==> config.mk <==
export PLATFORM = sky130hd
export DESIGN_NAME = gb3_back
export DESIGN_NICKNAME = d
export VERILOG_FILES = /design/src/rtl/core/gb3_pkg.sv /design/src/rtl/core/gb3_back.sv
export SDC_FILE = /design/constraint.sdc
export NUM_CORES = 1
export LEC_CHECK = 0
export ABC_AREA = 1
export BUFFER_PORTS_ARGS = -buffer_cell sky130_fd_sc_hd__buf_4
export CORE_MARGIN = 5
export CORE_UTILIZATION = 42
export DETAILED_ROUTE_END_ITERATION = 10
export GPL_TIMING_DRIVEN = 0
export PLACE_DENSITY_LB_ADDON = 0.08
export SLEW_MARGIN = 20
export SYNTH_ARGS = -nofsm -noshare
export SYNTH_HDL_FRONTEND = slang
export SYNTH_SLANG_ARGS = --single-unit
export TNS_END_PERCENT = 20
==> constraint.sdc <==
create_clock -name clk -period 7.8 [get_ports clk]
set_input_delay 0 -clock clk [delete_from_list [all_inputs] [get_ports clk]]
set_output_delay 0 -clock clk [all_outputs]
set_load 0.1 [all_outputs]
==> src/rtl/core/gb3_pkg.sv <==
// Shared types and constants for the 3x3 Gaussian blur core.
`timescale 1ns / 1ps

package gb3_pkg;

  localparam int ROW_BITS      = 12;
  localparam int ROWS_CFG_BITS = 13;
  localparam int MAX_ROWS      = 4096;
  localparam int WEIGHT_BITS   = 4;
  localparam int TAPS          = 9;
  localparam int WEIGHT_SHIFT  = 4;
  localparam int KERNEL_BITS   = 36;
  localparam int COLS_RESET    = 640;
  localparam int JOB_DEPTH     = 4;
  localparam int OUT_DEPTH     = 4;
  localparam int CFG_ADDR_BITS = 5;
  localparam int CFG_DATA_BITS = 64;

  localparam logic [KERNEL_BITS-1:0]   KERNEL_RESET = 36'd4850983201;
  localparam logic [ROWS_CFG_BITS-1:0] ROWS_RESET   = 13'd480;

  localparam logic [1:0] REG_COLUMNS = 2'd0;
  localparam logic [1:0] REG_ROWS    = 2'd1;
  localparam logic [1:0] REG_KERNEL  = 2'd2;

  // Result slots of one input pixel, in emission order.
  localparam int EM_ABOVE_LEFT = 0;
  localparam int EM_ABOVE      = 1;
  localparam int EM_LEFT       = 2;
  localparam int EM_HERE       = 3;

  typedef struct packed {
    logic [3:0] emit;
    logic       row_is0;
    logic       row_is1;
    logic       col_is0;
    logic       col_is1;
  } gb3_ctl_t;

endpackage

==> src/rtl/core/gb3_back.sv <==
// Back end: expands each job into its results and computes the weighted sums.
`timescale 1ns / 1ps

module gb3_back
  import gb3_pkg::*;
#(
  parameter int MAX_COLUMNS = 1024,
  parameter int PIXEL_BITS  = 8
) (
  input  logic                            clk,
  input  logic                            rst_n,
  input  logic [KERNEL_BITS-1:0]          kernel,
  input  logic                            job_valid,
  input  logic [TAPS*PIXEL_BITS-1:0]      job_pix,
  input  logic [ROW_BITS-1:0]             job_row,
  input  logic [$clog2(MAX_COLUMNS)-1:0]  job_col,
  input  gb3_ctl_t                        job_ctl,
  output logic                            job_pop,
  input  logic [$clog2(OUT_DEPTH+1)-1:0]  out_count,
  output logic                            out_push,
  output logic [PIXEL_BITS-1:0]           out_pix,
  output logic [ROW_BITS-1:0]             out_row,
  output logic [$clog2(MAX_COLUMNS)-1:0]  out_col,
  output logic                            out_last,
  output logic                            out_fend
);

  localparam int PB  = PIXEL_BITS;
  localparam int CB  = $clog2(MAX_COLUMNS);
  localparam int OCW = $clog2(OUT_DEPTH+1);
  localparam int PRW = PB + WEIGHT_BITS;
  localparam int SW  = PB + WEIGHT_BITS + 4;

  logic [3:0]          done_r;
  logic                a_v_r;
  logic [PB-1:0]       a_win_r [TAPS];
  logic [ROW_BITS-1:0] a_row_r;
  logic [CB-1:0]       a_col_r;
  logic                a_last_r;
  logic                a_fend_r;
  logic                b_v_r;
  logic [PRW-1:0]      b_prod_r [TAPS];
  logic [ROW_BITS-1:0] b_row_r;
  logic [CB-1:0]       b_col_r;
  logic                b_last_r;
  logic                b_fend_r;

  logic [3:0]          remaining;
  logic [3:0]          sel;
  logic                is_last;
  logic                room;
  logic                issue;
  logic                lower;
  logic                right;
  logic [1:0]          src [3];
  logic [PB-1:0]       win [TAPS];
  logic [SW-1:0]       sum;
  logic [SW-WEIGHT_SHIFT-1:0] shifted;

  assign remaining = job_ctl.emit & ~done_r;
  assign sel       = remaining & (~remaining + 4'd1);
  assign is_last   = ((remaining & ~sel) == '0);
  assign room      = ({1'b0, out_count} + (OCW+1)'(a_v_r) + (OCW+1)'(b_v_r))
                     < (OCW+1)'(OUT_DEPTH);
  assign issue     = job_valid && (remaining != '0) && room;
  assign job_pop   = issue && is_last;
  assign lower     = sel[EM_LEFT] || sel[EM_HERE];
  assign right     = sel[EM_ABOVE] || sel[EM_HERE];

  // Column sources: 0 is two columns back, 1 the previous column, 2 the current one.
  always_comb begin
    logic [PB-1:0] u0;
    logic [PB-1:0] u1;
    logic [PB-1:0] u2;
    if (right) begin
      src[0] = job_ctl.col_is0 ? 2'd2 : 2'd1;
      src[1] = 2'd2;
    end else begin
      src[0] = job_ctl.col_is1 ? 2'd1 : 2'd0;
      src[1] = 2'd1;
    end
    src[2] = 2'd2;
    for (int j = 0; j < 3; j++) begin
      u0 = job_pix[(int'(src[j]) * 3 + 0) * PB +: PB];
      u1 = job_pix[(int'(src[j]) * 3 + 1) * PB +: PB];
      u2 = job_pix[(int'(src[j]) * 3 + 2) * PB +: PB];
      if (lower) begin
        win[j]     = job_ctl.row_is0 ? u2 : u1;
        win[3 + j] = u2;
        win[6 + j] = u2;
      end else begin
        win[j]     = job_ctl.row_is1 ? u1 : u0;
        win[3 + j] = u1;
        win[6 + j] = u2;
      end
    end
  end

  always_ff @(posedge clk) begin
    if (!rst_n) begin
      done_r <= '0;
      a_v_r  <= 1'b0;
      b_v_r  <= 1'b0;
    end else begin
      a_v_r <= issue;
      b_v_r <= a_v_r;
      if (issue) begin
        done_r <= is_last ? '0 : (done_r | sel);
      end
    end
  end

  always_ff @(posedge clk) begin
    if (issue) begin
      for (int k = 0; k < TAPS; k++) begin
        a_win_r[k] <= win[k];
      end
      a_row_r  <= lower ? job_row : job_row - 1'b1;
      a_col_r  <= right ? job_col : job_col - 1'b1;
      a_last_r <= is_last;
      a_fend_r <= sel[EM_HERE];
    end
    if (a_v_r) begin
      for (int k = 0; k < TAPS; k++) begin
        b_prod_r[k] <= PRW'(a_win_r[k]) * PRW'(kernel[k*WEIGHT_BITS +: WEIGHT_BITS]);
      end
      b_row_r  <= a_row_r;
      b_col_r  <= a_col_r;
      b_last_r <= a_last_r;
      b_fend_r <= a_fend_r;
    end
  end

  always_comb begin
    sum = '0;
    for (int k = 0; k < TAPS; k++) begin
      sum = sum + SW'(b_prod_r[k]);
    end
  end

  assign shifted  = sum[SW-1:WEIGHT_SHIFT];
  assign out_pix  = (shifted[SW-WEIGHT_SHIFT-1:PB] != '0) ? '1 : shifted[PB-1:0];
  assign out_push = b_v_r;
  assign out_row  = b_row_r;
  assign out_col  = b_col_r;
  assign out_last = b_last_r;
  assign out_fend = b_fend_r;

  a_out_room: assert property (@(posedge clk) disable iff (!rst_n)
    out_push |-> (out_count < OCW'(OUT_DEPTH)))
    else $error("result word pushed into a full queue");

  a_fend_last: assert property (@(posedge clk) disable iff (!rst_n)
    (a_v_r && a_fend_r) |-> a_last_r)
    else $error("frame end not on the last result of its pixel");

endmodule

==> impl_metrics.yaml <==
outcome:
  outcome: "completed"
detailed_routing:
  detail_route.wirelength_mm: 58.5
  drt_iter0_drc: 955
  avgViaCountPerCell: 4.89
  drc: 0
  wire_per_inst_um: 18.3
  vias: 15628
  final_antenna_net_count: 0
  drt_pass1_iterations: 5
logic_synthesis:
  synthesis.instances: 2282
  yosys_warnings: 0
  synth.yosys.seq_area_share_pct: 34.0
  post_synthesis_register_bit_count: 234
  async_flop_share_pct: 0
  synthFlopType: "sky130_fd_sc_hd__edfxtp_1"
  post_synth_main_area_contributors: "sky130_fd_sc_hd__edfxtp_1 33%, sky130_fd_sc_hd__fa_1 18%, sky130_fd_sc_hd__nand2_1 10%"
  fraction_of_synthesized_cell_area_taken_by_the_top_area_cell_type_pct: 33.4
  yosys.cell_types.count: 57
  syn_avg_cell_area_um2: 8.98
  synth_enable_flop_cells: 228
  synthDominantAreaCellType: "sky130_fd_sc_hd__edfxtp_1"
  syn_nets: 2778
  netlist_area_um2: 20500
global_route:
  antenna_found_initial: 4
  grt-ovfl-total: 0
  total_routing_usage_reported_by_global_routing_pct: 22.1
  grt_max_degree: 61
  grt_first_pass_wirelength_mm: 91.5
  first_global_vias: 16112
final_layout:
  final_cell_mix: "558 x sky130_fd_sc_hd__nand2_1, 491 x sky130_fd_sc_hd__inv_1, 228 x sky130_fd_sc_hd__edfxtp_1"
  area_added_between_synthesis_and_finish_pct: 18.2
  drive_above_1_share_pct: 9.46
  instances_no_fill: 3193
  nets: 3042
  layout_commonest_cell: "sky130_fd_sc_hd__nand2_1"
place:
  placed_instances: 3046
  place_congestion: 0.946
  place.port_buffers: 139
  preCtsSetupSlack_ns: 3.08
  hpwl_mm: 48.4
clock_tree:
  clock_latency_ns: 0.58
  cts_root_buf: "sky130_fd_sc_hd__clkbuf_16"
  clock_tree.htree_level_count: 1
  num_cts_buffers: 29
  tritoncts: "yes"
  clockBufferDepth: 3
  cts.clk_slew.worst_paths_ns: 0.06
  cts.repair_timing.setup_buffer_count: 0
  cts.sinks: 234
timing:
  final_max_slew_viol_count: 0
  fmax_ghz: 0.191
  final_min_period_over_clock_period_pct: 67.3
  timing.final.crit_period_ns: 5.25
  tightestPinTransition_ns: 0.943
  timing.max_slew.rel_slack_pct: 36.4
  final.setup.tns_ns: 0
  setup_viol_count_final: 0
  timing.clock.skew_ns: 0.0148
  final_hold_viol_count: 0
  grt_setup_unrepaired: "no"
  postLayoutSetupSlackWorst_ns: 2.55
setup_path:
  crit_required_ns: 7.80
  setup.worst_path.start_class: "register"
  cp_num_buf_inv: 5
  slowest_delay_ns: 0.57
  cp_max_fo: 8
  slowest_stage: "sky130_fd_sc_hd__fa_1"
  path_class: "register to primary output"
  end_kind: "primary output"
  top_family_by_delay_on_critical_path: "adder cells"
  crit_chain: "inv_1 > fa_1 > inv_1 > fa_1 > fa_1 > inv_1 > fa_1 > inv_1 > ha_1 > a21oi_1 > o21a_1 > a21boi_0 > o21bai_1 > nand2_1 > a21oi_1 > nand4_1 > buf_4"
  cp.arrival_ns: 5.25
floorplan:
  ios: 178
  die_w_um: 231
  die_area_um2: 53300
  placementRows: 81
  die_height_um: 231
  core_area_um2: 48600
  floorplan.initialDensity_pct: 42.1
power_and_ir_drop:
  maximum_ir_drop_on_the_vdd_rail_uv: 400
  power.density_nw_per_um2: 265
  total_leakage_power_uw: 0.0123
  totalPowerFinal_uw: 6410
min_path:
  holdCritPathClass: "input pin to register"
flow_run:
  cap_violations: 0
report_power, final:
part | total (uW) | switching, uW | internal, uW
Clock | 1270 | 567 | 698
Combinational | 3550 | 2310 | 1230
Sequential | 1600 | 62.1 | 1540
Total | 6410 | 2940 | 3470
synth_stat cells (4+ instances only):
cell type	number
sky130_fd_sc_hd__o21ai_1	4
sky130_fd_sc_hd__nor3_2	4
sky130_fd_sc_hd__nor2_1	88
sky130_fd_sc_hd__nand2_2	7
sky130_fd_sc_hd__ha_1	163
sky130_fd_sc_hd__nand2_1	558
sky130_fd_sc_hd__a31oi_1	7
sky130_fd_sc_hd__o2111ai_1	4
sky130_fd_sc_hd__fa_1	189
sky130_fd_sc_hd__dfxtp_1	6
sky130_fd_sc_hd__or2_2	5
sky130_fd_sc_hd__o22ai_1	6
sky130_fd_sc_hd__buf_4	4
sky130_fd_sc_hd__nand4_1	18
sky130_fd_sc_hd__a21oi_1	99
sky130_fd_sc_hd__o221ai_1	6
sky130_fd_sc_hd__buf_2	12
sky130_fd_sc_hd__xor2_1	70
sky130_fd_sc_hd__nand3_1	82
sky130_fd_sc_hd__o21bai_1	9
sky130_fd_sc_hd__xnor2_1	27
sky130_fd_sc_hd__o21ai_0	96
sky130_fd_sc_hd__inv_1	492
sky130_fd_sc_hd__clkbuf_1	51
sky130_fd_sc_hd__edfxtp_1	228
metal layers:
| metal | GRT usage (%) | up-vias | routed length [um] | part of all wire (%) |
|---|---|---|---|---|
| li1 | - | 7695 | - | - |
| met2 | 37.0 | 470 | 27100 | 46 |
| met3 | 3.46 | 92 | 3620 | 6.2 |
| met1 | 30.5 | 7367 | 26100 | 45 |
| met4 | 5.57 | 4 | 1590 | 2.7 |
| met5 | 0 | - | 25 | 0.043 |
final timing paths:
kind                            startpoint                  endpoint  slack [ns]  cells past startpoint
hold reg to reg       a_col_r[9]$_DFFE_PP_      out_col[9]$_DFFE_PP_        0.42                      0
setup reg to reg    done_r[0]$_SDFFE_PN0P_   a_win_r[0][0]$_DFFE_PP_        4.30                     17
hold / removal                 job_pix[47]  a_win_r[0][63]$_DFFE_PP_        0.03                      3
setup / recovery  b_prod_r[0][6]$_DFFE_PP_                out_pix[7]        2.55                     17
timing repair:
item / 4_1_cts / 5_1_grt
gates resized for setup: 0 / 0
hold endpoints to repair: 86 / 0
hold buffers: 91 / 0
stage by stage:
step           instance area, um^2  hold slack (ns)  utilization, %
2_1_floorplan                20500           0.0976               -
3_3_place_gp                 22300            0.205            45.9
3_5_place_dp                 22400            0.209            46.1
4_1_cts                      24200          0.00227            49.8
5_1_grt                      24200           0.0218            49.8
6_report                     24200           0.0257            49.8
worst register-to-register path, delay by kind of cell (launching register included):
| kind | cells | cell delay (ns) |
|---|---|---|
| and+or+nand+nor | 11 | 1.20 |
| buffers and inverters | 5 | 1.34 |
| DFF | 1 | 0.30 |
| adders and majority gates | 1 | 0.41 |
final cells by class:
| class | count | area, um^2 |
|---|---|---|
| Fill cell | 4587 | 24400 |
| Timing Repair Buffer | 233 | 2040 |
| Inverter | 498 | 1880 |
| Clock inverter | 18 | 141 |
| Sequential cell | 234 | 6970 |
| Tap cell | 622 | 778 |
| Buffer | 72 | 334 |
| Antenna cell | 2 | 5.00 |
| Multi-Input combinational cell | 1478 | 11300 |
| Clock buffer | 36 | 752 |
sequential cells by signal, indices dropped and copies added (netlist names), 4 cells and up:
register / cells
b_prod_r: 108
a_win_r: 72
a_row_r: 12
out_row: 12
a_col_r: 10
out_col: 10
done_r: 4
logic make-up after synthesis:
logic type | share of synthesized area [%]
fa+ha+maj | 28.4
buf+inv | 10.8
compound gates | 6.91
simple gates | 15.8
flops | 34.0
xor+xnor | 4.15
Power figures use the tool's default switching activity.
