### config.mk
export PLATFORM = sky130hd
export DESIGN_NAME = gb3_fifo
export DESIGN_NICKNAME = d
export VERILOG_FILES = /design/src/rtl/core/gb3_fifo.sv
export SDC_FILE = /design/constraint.sdc
export NUM_CORES = 1
export LEC_CHECK = 0
export ABC_AREA = 1
export BUFFER_PORTS_ARGS = -buffer_cell sky130_fd_sc_hd__buf_2
export CAP_MARGIN = 30
export CELL_PAD_IN_SITES_DETAIL_PLACEMENT = 0
export CELL_PAD_IN_SITES_GLOBAL_PLACEMENT = 1
export CORE_ASPECT_RATIO = 0.75
export CORE_UTILIZATION = 41
export CTS_CLUSTER_SIZE = 8
export DETAILED_ROUTE_END_ITERATION = 10
export PLACE_DENSITY_LB_ADDON = 0.12
export SLEW_MARGIN = 20
export SYNTH_ARGS = -nofsm -noshare
export SYNTH_HDL_FRONTEND = slang
export SYNTH_SLANG_ARGS = --single-unit
export TNS_END_PERCENT = 20
### constraint.sdc
create_clock -name clk -period 3 [get_ports clk]
set_clock_uncertainty 0.1 [all_clocks]
set_input_delay 0.15 -clock clk [delete_from_list [all_inputs] [get_ports clk]]
set_output_delay 0.15 -clock clk [all_outputs]
set_load 0.02 [all_outputs]
### src/rtl/core/gb3_fifo.sv
// Small register-based queue with an occupancy count.
`timescale 1ns / 1ps

module gb3_fifo #(
  parameter int WIDTH = 8,
  parameter int DEPTH = 4
) (
  input  logic                       clk,
  input  logic                       rst_n,
  input  logic                       push,
  input  logic [WIDTH-1:0]           wdata,
  input  logic                       pop,
  output logic [WIDTH-1:0]           rdata,
  output logic                       empty,
  output logic                       full,
  output logic [$clog2(DEPTH+1)-1:0] count
);

  localparam int PW = (DEPTH > 1) ? $clog2(DEPTH) : 1;
  localparam int CW = $clog2(DEPTH+1);

  logic [WIDTH-1:0] mem_r [DEPTH];
  logic [PW-1:0]    wr_ptr_r;
  logic [PW-1:0]    rd_ptr_r;
  logic [CW-1:0]    count_r;
  logic             do_push;
  logic             do_pop;

  assign do_push = push && (count_r != CW'(DEPTH));
  assign do_pop  = pop && (count_r != '0);

  always_ff @(posedge clk) begin
    if (!rst_n) begin
      wr_ptr_r <= '0;
      rd_ptr_r <= '0;
      count_r  <= '0;
    end else begin
      if (do_push) begin
        wr_ptr_r <= (wr_ptr_r == PW'(DEPTH-1)) ? '0 : wr_ptr_r + 1'b1;
      end
      if (do_pop) begin
        rd_ptr_r <= (rd_ptr_r == PW'(DEPTH-1)) ? '0 : rd_ptr_r + 1'b1;
      end
      if (do_push && !do_pop) begin
        count_r <= count_r + 1'b1;
      end else if (do_pop && !do_push) begin
        count_r <= count_r - 1'b1;
      end
    end
  end

  always_ff @(posedge clk) begin
    if (do_push) begin
      mem_r[wr_ptr_r] <= wdata;
    end
  end

  assign rdata = mem_r[rd_ptr_r];
  assign empty = (count_r == '0);
  assign full  = (count_r == CW'(DEPTH));
  assign count = count_r;

endmodule

==> impl_results.md, run 1 <==
* Count of final setup violators at 0
* Largest delay share family, worst path: flip-flops
* Leading cell type in the layout, fill and taps excluded: sky130_fd_sc_hd__edfxtp_1
* Post-synthesis simple-gate area fraction at 0.119
* Complex-gate fraction of the synthesized area at 0.0960
* Net count after synthesis at around 170
* Remaining number of nets flagged by the antenna check after routing at 0
* Largest family of logic cells by synthesized area: simple AND/OR/NAND/NOR gates
* Remaining max-slew budget at the tightest pin at 0.460
* Startpoint of the worst-slack reg-to-reg timing path: count[1]
* Antenna violations before repair at 0
* Worst slack, placed at 975 ps
* Type of the tightest min-delay check: in -> reg
* Starting DRT DRC Count at between 40 and 50
* Critical-path maximum fanout at 17
* Count of cells along the worst register-to-register path at 9
* Width of the chip at between 70 and 80 um
* Busiest grt layer: met2
* Worst EP required at roughly 2800 ps
* Top-area cell type share of the netlist area at 0.567
* Initial core utilization at 0.445
* Maximum Capacitance Violations at 0
* Synthesized area at 1690 um^2
* Smallest setup slack after layout at 963 ps
* Global routing usage on met1 at 0.190
* Number of buffers added for setup after CTS at 0
* Post-cts hold buffer count at 8
* Syn_area_per_cell at 11.4 um^2
* Count of different cell masters after synthesis at 18
* Leftover overflow at the end of global routing at 0
* Vias in the first global route at 1041
* Global-route met2 utilization at 0.241
* Reg-to-reg critical path endpoint: count[1]
* Met3 track demand over resource at 0.0457
* Setup TNS after final layout at 0 ps
* Fin. Hold Viols at 0
* First-pass GRT wire length at a little under 5000 um
* Clock insertion delay at the later pin of the skew report at ~290 ps
* Number of instances in the synthesized netlist at around 150
* Avg WL per Cell at 12.5 um
* Area taken by multi-input logic gates at 459 um^2
* Bufs on Longest Clock Path at 2
* Final min period at 2040 ps
* Clock sinks at 41
* TritonCTS clock tree: yes
* Commonest non-fill, non-tap cells in the layout: sky130_fd_sc_hd__edfxtp_1, sky130_fd_sc_hd__nor2_1, sky130_fd_sc_hd__buf_2
* Maximum clock frequency at 491 MHz
* Synth area leader: sky130_fd_sc_hd__edfxtp_1
* Clock transition at the register clock pins on the worst setup and hold paths after CTS at about 80 ps
* Outcome: complete, no violations
* Parity-gate share of the synthesized area counting xor and xnor cells at 0
* Length of the first detailed-routing pass in iterations at 4
* Post-CTS resize count at 0
* Arrival time worst endpoint at 1790 ps
* Number of fill cells at around 350
* Critical path depth at 4
* Unrepaired setup endpoints after global routing: no
* Worst-case register-to-register setup slack at 980 ps
* Count of final max-slew check failures at 0
* Number of synthesized register bits at 41
* Top cells by area in the synthesized netlist: sky130_fd_sc_hd__edfxtp_1, sky130_fd_sc_hd__dfxtp_1, sky130_fd_sc_hd__nor2_1, sky130_fd_sc_hd__ha_1, sky130_fd_sc_hd__o21ai_0
* Synth-to-Final Area Change at 22.2%
* Port bufs at 24
* LEAKAGE at 0.000849 uW
* Crit path kind: reg -> out
* Share of layout cells above drive strength 1 at 0.199
* Post-layout net count at 204
* Final estimated routing congestion in global placement at around 0.76
* Register area at 1140 um^2
* Post-Synth Adder-Cell Area at 0.0561
* Chain of cells forming the critical path: inv_2 -> o21ai_0 -> o22ai_1 -> buf_2
* Number of buffer and inverter instances along the worst setup path at 2
* Capture point of the worst path: rdata[1]
* Number of standard-cell rows in the floorplan at 19
* Overall global routing resource usage at 0.151
* DP HPWL at 2000 um
* Critical path launch point type: flip-flop
* Maximum number of pins on one net before global-route repair at 18
* CTS H-tree lvls at 2
* Post-route clock period utilization at 0.679
* Die Footprint at approximately 4400 um^2
* Clock Tree Root: sky130_fd_sc_hd__clkbuf_8
* Cell type of the slowest stage on the worst timing path: sky130_fd_sc_hd__dfxtp_1
* Final wirelength at 2970 um
* Slowest cell delay on critical path at about 700 ps
* Core outline area at 3800 um^2
* Total power density per cell area at 920 nW/um^2
* Max VDD drop at 383 uV
* I/O pins at 25
* Number of CTS-inserted buffers at 5
* Number of vias per cell at 4.64
* Antenna diodes at 0
* Transition time of the tightest slew-check pin at around 810 ps
* Count of synthesis-stage warnings from yosys at 0
* Remaining DRCs at 0
* Part of the Yosys area used for sequential elements at 0.674
* Capturing element type of the critical path: primary output
* Routed via count at around 1.1k
* Post-synthesis mux area share at 0
* Floorplan die height at 57.7 um
==> registers in the layout (all words and copies together) (netlist names), named ones only <==
name,flops
count,3
mem_r,32
rd_ptr_r,2
wr_ptr_r,2
==> worst min-delay path by stage <==
stage | from | endpoint | slack, ps | cells past startpoint
6_report | rst_n | wr_ptr_r[0] | 50 | 3
3_3_place_gp | wdata[4] | mem_r[2][4] | 260 | 1
5_1_grt | rst_n | wr_ptr_r[0] | 50 | 3
2_1_floorplan | wdata[0] | mem_r[0][0] | 150 | 0
4_1_cts | rst_n | wr_ptr_r[0] | 40 | 3
3_5_place_dp | wdata[4] | mem_r[3][4] | 270 | 1
==> synthesized netlist by cell type <==
| cell | instances |
|---|---|
| sky130_fd_sc_hd__dfxtp_1 | 9 |
| sky130_fd_sc_hd__fa_1 | 1 |
| sky130_fd_sc_hd__o22ai_1 | 8 |
| sky130_fd_sc_hd__inv_2 | 1 |
| sky130_fd_sc_hd__inv_1 | 18 |
| sky130_fd_sc_hd__a21oi_1 | 3 |
| sky130_fd_sc_hd__nand4_1 | 1 |
| sky130_fd_sc_hd__o21ai_2 | 2 |
| sky130_fd_sc_hd__buf_6 | 2 |
| sky130_fd_sc_hd__o21ai_1 | 2 |
| sky130_fd_sc_hd__edfxtp_1 | 32 |
| sky130_fd_sc_hd__nor2_2 | 2 |
| sky130_fd_sc_hd__ha_1 | 6 |
| sky130_fd_sc_hd__nand3_1 | 2 |
| sky130_fd_sc_hd__o21ai_0 | 14 |
| sky130_fd_sc_hd__nor2_1 | 29 |
| sky130_fd_sc_hd__nand3b_1 | 1 |
| sky130_fd_sc_hd__nand2_1 | 15 |
==> stage by stage <==
step                hold WS [ps]  instance area (um^2)   util  instances  total power [uW]
floorplan                    149                  1690      -        148              1230
global route                49.7                  2070  0.544        238              2030
detailed placement           265                  1860  0.488        222              1410
CTS                         40.4                  2070  0.544        238              1930
finish                      48.6                  2070  0.544        238              1900
global placement             260                  1860  0.488        222              1390
==> worst min-delay path, cell delays in order <==
cell,delay (ps)
sky130_fd_sc_hd__buf_2,150
sky130_fd_sc_hd__nand2_1,70
sky130_fd_sc_hd__nor2_1,30
==> area by class of cell <==
cell class / instances / area share
clock buffer: 5 / 0.0332
clock inverter: 3 / 0.0314
inverter: 19 / 0.0344
multi-input combinational: 86 / 0.222
sequential: 41 / 0.551
tap: 52 / 0.0314
timing repair buffer: 32 / 0.0967
==> routing by layer <==
| layer | vias to the layer above | routed length [um] |
|---|---|---|
| met4 | 0 | 38 |
| met5 | - | 0 |
| met2 | 31 | 1320 |
| li1 | 576 | - |
| met3 | 6 | 147 |
| met1 | 491 | 1460 |
==> report_power, final <==
group          internal, uW  switching (uW)
Clock                   330             182
Combinational           209             402
Sequential              707            74.6
Total                  1250             659
==> kinds of logic after synthesis <==
family,count (synthesis)
DFF,41
AOI/OAI and AO/OA,29
adders and majority gates,7
and+or+nand+nor,50
buffers and inverters,21
Note: power is estimated with default switching activity, not from simulation.
==> run 2: changes to the inputs <==
==> constraint.sdc (replaced) <==
create_clock -name clk -period 2.1 [get_ports clk]
set_clock_uncertainty 0.1 [all_clocks]
set_input_delay 0.105 -clock clk [delete_from_list [all_inputs] [get_ports clk]]
set_output_delay 0.105 -clock clk [all_outputs]
set_load 0.02 [all_outputs]
==> impl_results.md, run 2 (same netlist as run 1, synthesis figures left out) <==
* Outcome: complete, no violations
* Crit path kind: reg -> reg
* Hold slack at 11.8 ps (-36.9 ps)
* Count of final setup violators at 0 (unchanged)
* Clock transition at the register clock pins on the worst setup and hold paths after CTS at 80 ps (about the same)
* Unrepaired setup endpoints after global routing: no
* Bufs on Longest Clock Path at 2 (unchanged)
* First-pass GRT wire length at 5230 um (+8.0%)
* Arrival time worst endpoint at 2000 ps (+210 ps)
* Total power density per cell area at 1270 nW/um^2 (+38%)
* Number of buffer and inverter instances along the worst setup path at 3 (+1)
* Vias in the first global route at 1139 (+9.4%)
* Critical path depth at 12 (+8)
* Final wirelength at 3240 um (+9.0%)
* Worst EP required at 2190 ps (-560 ps)
* Post-layout net count at 210 (+2.9%)
* Synth-to-Final Area Change at 23.6%
* Avg WL per Cell at 13.3 um (+6.3%)
* Clock sinks at 41 (unchanged)
* Capture point of the worst path: count[2]
* Overall global routing resource usage at 0.161 (+0.0105)
* Die Footprint at 4400 um^2 (unchanged)
* Length of the first detailed-routing pass in iterations at 5 (+1)
* Post-route clock period utilization at 0.909
* Core outline area at 3800 um^2 (unchanged)
* Antenna diodes at 0 (unchanged)
* Cell type of the slowest stage on the worst timing path: sky130_fd_sc_hd__fa_1
* I/O pins at 25 (unchanged)
* Critical path launch point type: flip-flop
* Clock insertion delay at the later pin of the skew report at 290 ps (about the same)
* Max VDD drop at 643 uV (+68%)
* Largest delay share family, worst path: simple AND/OR/NAND/NOR gates
* Startpoint of the worst-slack reg-to-reg timing path: count[1]
* Share of layout cells above drive strength 1 at 0.219 (+0.0198)
* Routed via count at 1167 (+5.7%)
* Width of the chip at 76.2 um (unchanged)
* Slowest cell delay on critical path at 380 ps (-320 ps)
* Final min period at 1910 ps
* Critical-path maximum fanout at 5 (-12)
* CTS H-tree lvls at 2 (unchanged)
* Final estimated routing congestion in global placement at 0.804 (+5.9%)
* LEAKAGE at 0.000867 uW (+2.1%)
* Number of standard-cell rows in the floorplan at 19 (unchanged)
* Smallest setup slack after layout at 190 ps (-773 ps)
* Initial core utilization at 0.445 (unchanged)
* Leading cell type in the layout, fill and taps excluded: sky130_fd_sc_hd__edfxtp_1
* Register containing the most flip-flops in the final layout: mem_r
* DP HPWL at 2160 um (+8.3%)
* Floorplan die height at 57.7 um (unchanged)
* Reg-to-reg critical path endpoint: count[2]
* Number of buffers added for setup after CTS at 0 (unchanged)
* Number of CTS-inserted buffers at 5 (unchanged)
* Total Power at 2650 uW (+39%)
* Clock Tree Root: sky130_fd_sc_hd__clkbuf_8
* Min-delay src: rst_n
* Worst-case register-to-register setup slack at 190 ps (-790 ps)
* Transition time of the tightest slew-check pin at 334 ps (-473 ps)
* Most frequent CP cell: sky130_fd_sc_hd__nand2_1
* Worst slack, placed at 207 ps (-768 ps)
* Number of vias per cell at 4.78 (+3.1%)
* Fin. Hold Viols at 0 (unchanged)
* Maximum clock frequency at 524 MHz
* Maximum number of pins on one net before global-route repair at 17 (-1)
* Maximum Capacitance Violations at 0 (unchanged)
* Core utilization of the finished layout at 0.550 (+0.00592)
* Port bufs at 24 (unchanged)
* Count of final max-slew check failures at 0 (unchanged)
* Remaining DRCs at 0 (unchanged)
* Leftover overflow at the end of global routing at 0 (unchanged)
* Remaining number of nets flagged by the antenna check after routing at 0 (unchanged)
* Chain of cells forming the critical path: nor2_1 -> nand2_1 -> nand2_1 -> ha_1 -> inv_1 -> fa_1 -> inv_1 -> nand2_1 -> nand3_1 -> nand2_1 -> inv_1 -> nor2_1
* Count of cells along the worst register-to-register path at 12 (+3)
* Worst hold stages at 3 (unchanged)
* Setup TNS after final layout at 0 ps (unchanged)
* Post-CTS resize count at 0 (unchanged)
* Commonest non-fill, non-tap cells in the layout: sky130_fd_sc_hd__edfxtp_1, sky130_fd_sc_hd__nor2_1, sky130_fd_sc_hd__buf_2
* Type of the tightest min-delay check: in -> reg
* Remaining max-slew budget at the tightest pin at 0.777 (+0.317)
* Antenna violations before repair at 0 (unchanged)
* Post-cts hold buffer count at 8 (unchanged)
* Startpoint of the most critical setup path: count[1]
* TritonCTS clock tree: yes
* Flip-flop count of the largest register after layout at 32 (unchanged)
* Starting DRT DRC Count at 94 (+110%)
* Capturing element type of the critical path: flip-flop
## run 2: changes by cell type in the layout (fill, tap and decap cells not counted)
| cell | previous run | this run |
|---|---|---|
| sky130_fd_sc_hd__buf_4 | 0 | 6 |
| sky130_fd_sc_hd__bufinv_16 | 2 | 1 |
| sky130_fd_sc_hd__clkbuf_1 | 0 | 1 |
| sky130_fd_sc_hd__clkinv_2 | 1 | 0 |
| sky130_fd_sc_hd__clkinv_4 | 0 | 1 |
## run 2: cell type report
| type | count | area [um^2] |
|---|---|---|
| inverter | 19 | 71.3 |
| clock inverter | 2 | 38.8 |
| multi-input combinational | 86 | 459 |
| tap | 52 | 65.1 |
| clock buffer | 6 | 72.6 |
| sequential | 41 | 1140 |
| fill | 341 | 1710 |
| timing repair buffer | 38 | 245 |
## run 2: worst min path at each step
stage	end
after floorplan	mem_r[0][0]
after global placement	mem_r[3][4]
after detailed placement	mem_r[3][4]
after CTS	wr_ptr_r[0]
after global routing	wr_ptr_r[1]
final	wr_ptr_r[0]
## run 2: power breakdown
part | internal, uW | switching [uW] | total [uW]
Clock | 357 | 263 | 619
Sequential | 1010 | 97.9 | 1110
Combinational | 328 | 598 | 926
## run 2: per-stage QoR
step,cell area (um^2),instances
after floorplan,1690,148
after global placement,1900,228
after detailed placement,1900,228
after CTS,2090,244
after global routing,2090,244
final,2090,244
## run 2: routing by layer
layer,part of all wire,vias to the layer above,track usage
met5,0,-,0
met4,0.012,0,0.0577
met3,0.030,5,0.0441
met2,0.46,17,0.270
met1,0.49,557,0.204
li1,-,588,-
## run 2: worst register-to-register path: stages (launching register included)
cell	delay [ps]
sky130_fd_sc_hd__dfxtp_1	350
sky130_fd_sc_hd__nor2_1	150
sky130_fd_sc_hd__nand2_1	80
sky130_fd_sc_hd__nand2_1	170
sky130_fd_sc_hd__ha_1	200
sky130_fd_sc_hd__inv_1	60
sky130_fd_sc_hd__fa_1	380
sky130_fd_sc_hd__inv_1	60
sky130_fd_sc_hd__nand2_1	60
sky130_fd_sc_hd__nand3_1	70
sky130_fd_sc_hd__nand2_1	50
sky130_fd_sc_hd__inv_1	40
sky130_fd_sc_hd__nor2_1	30
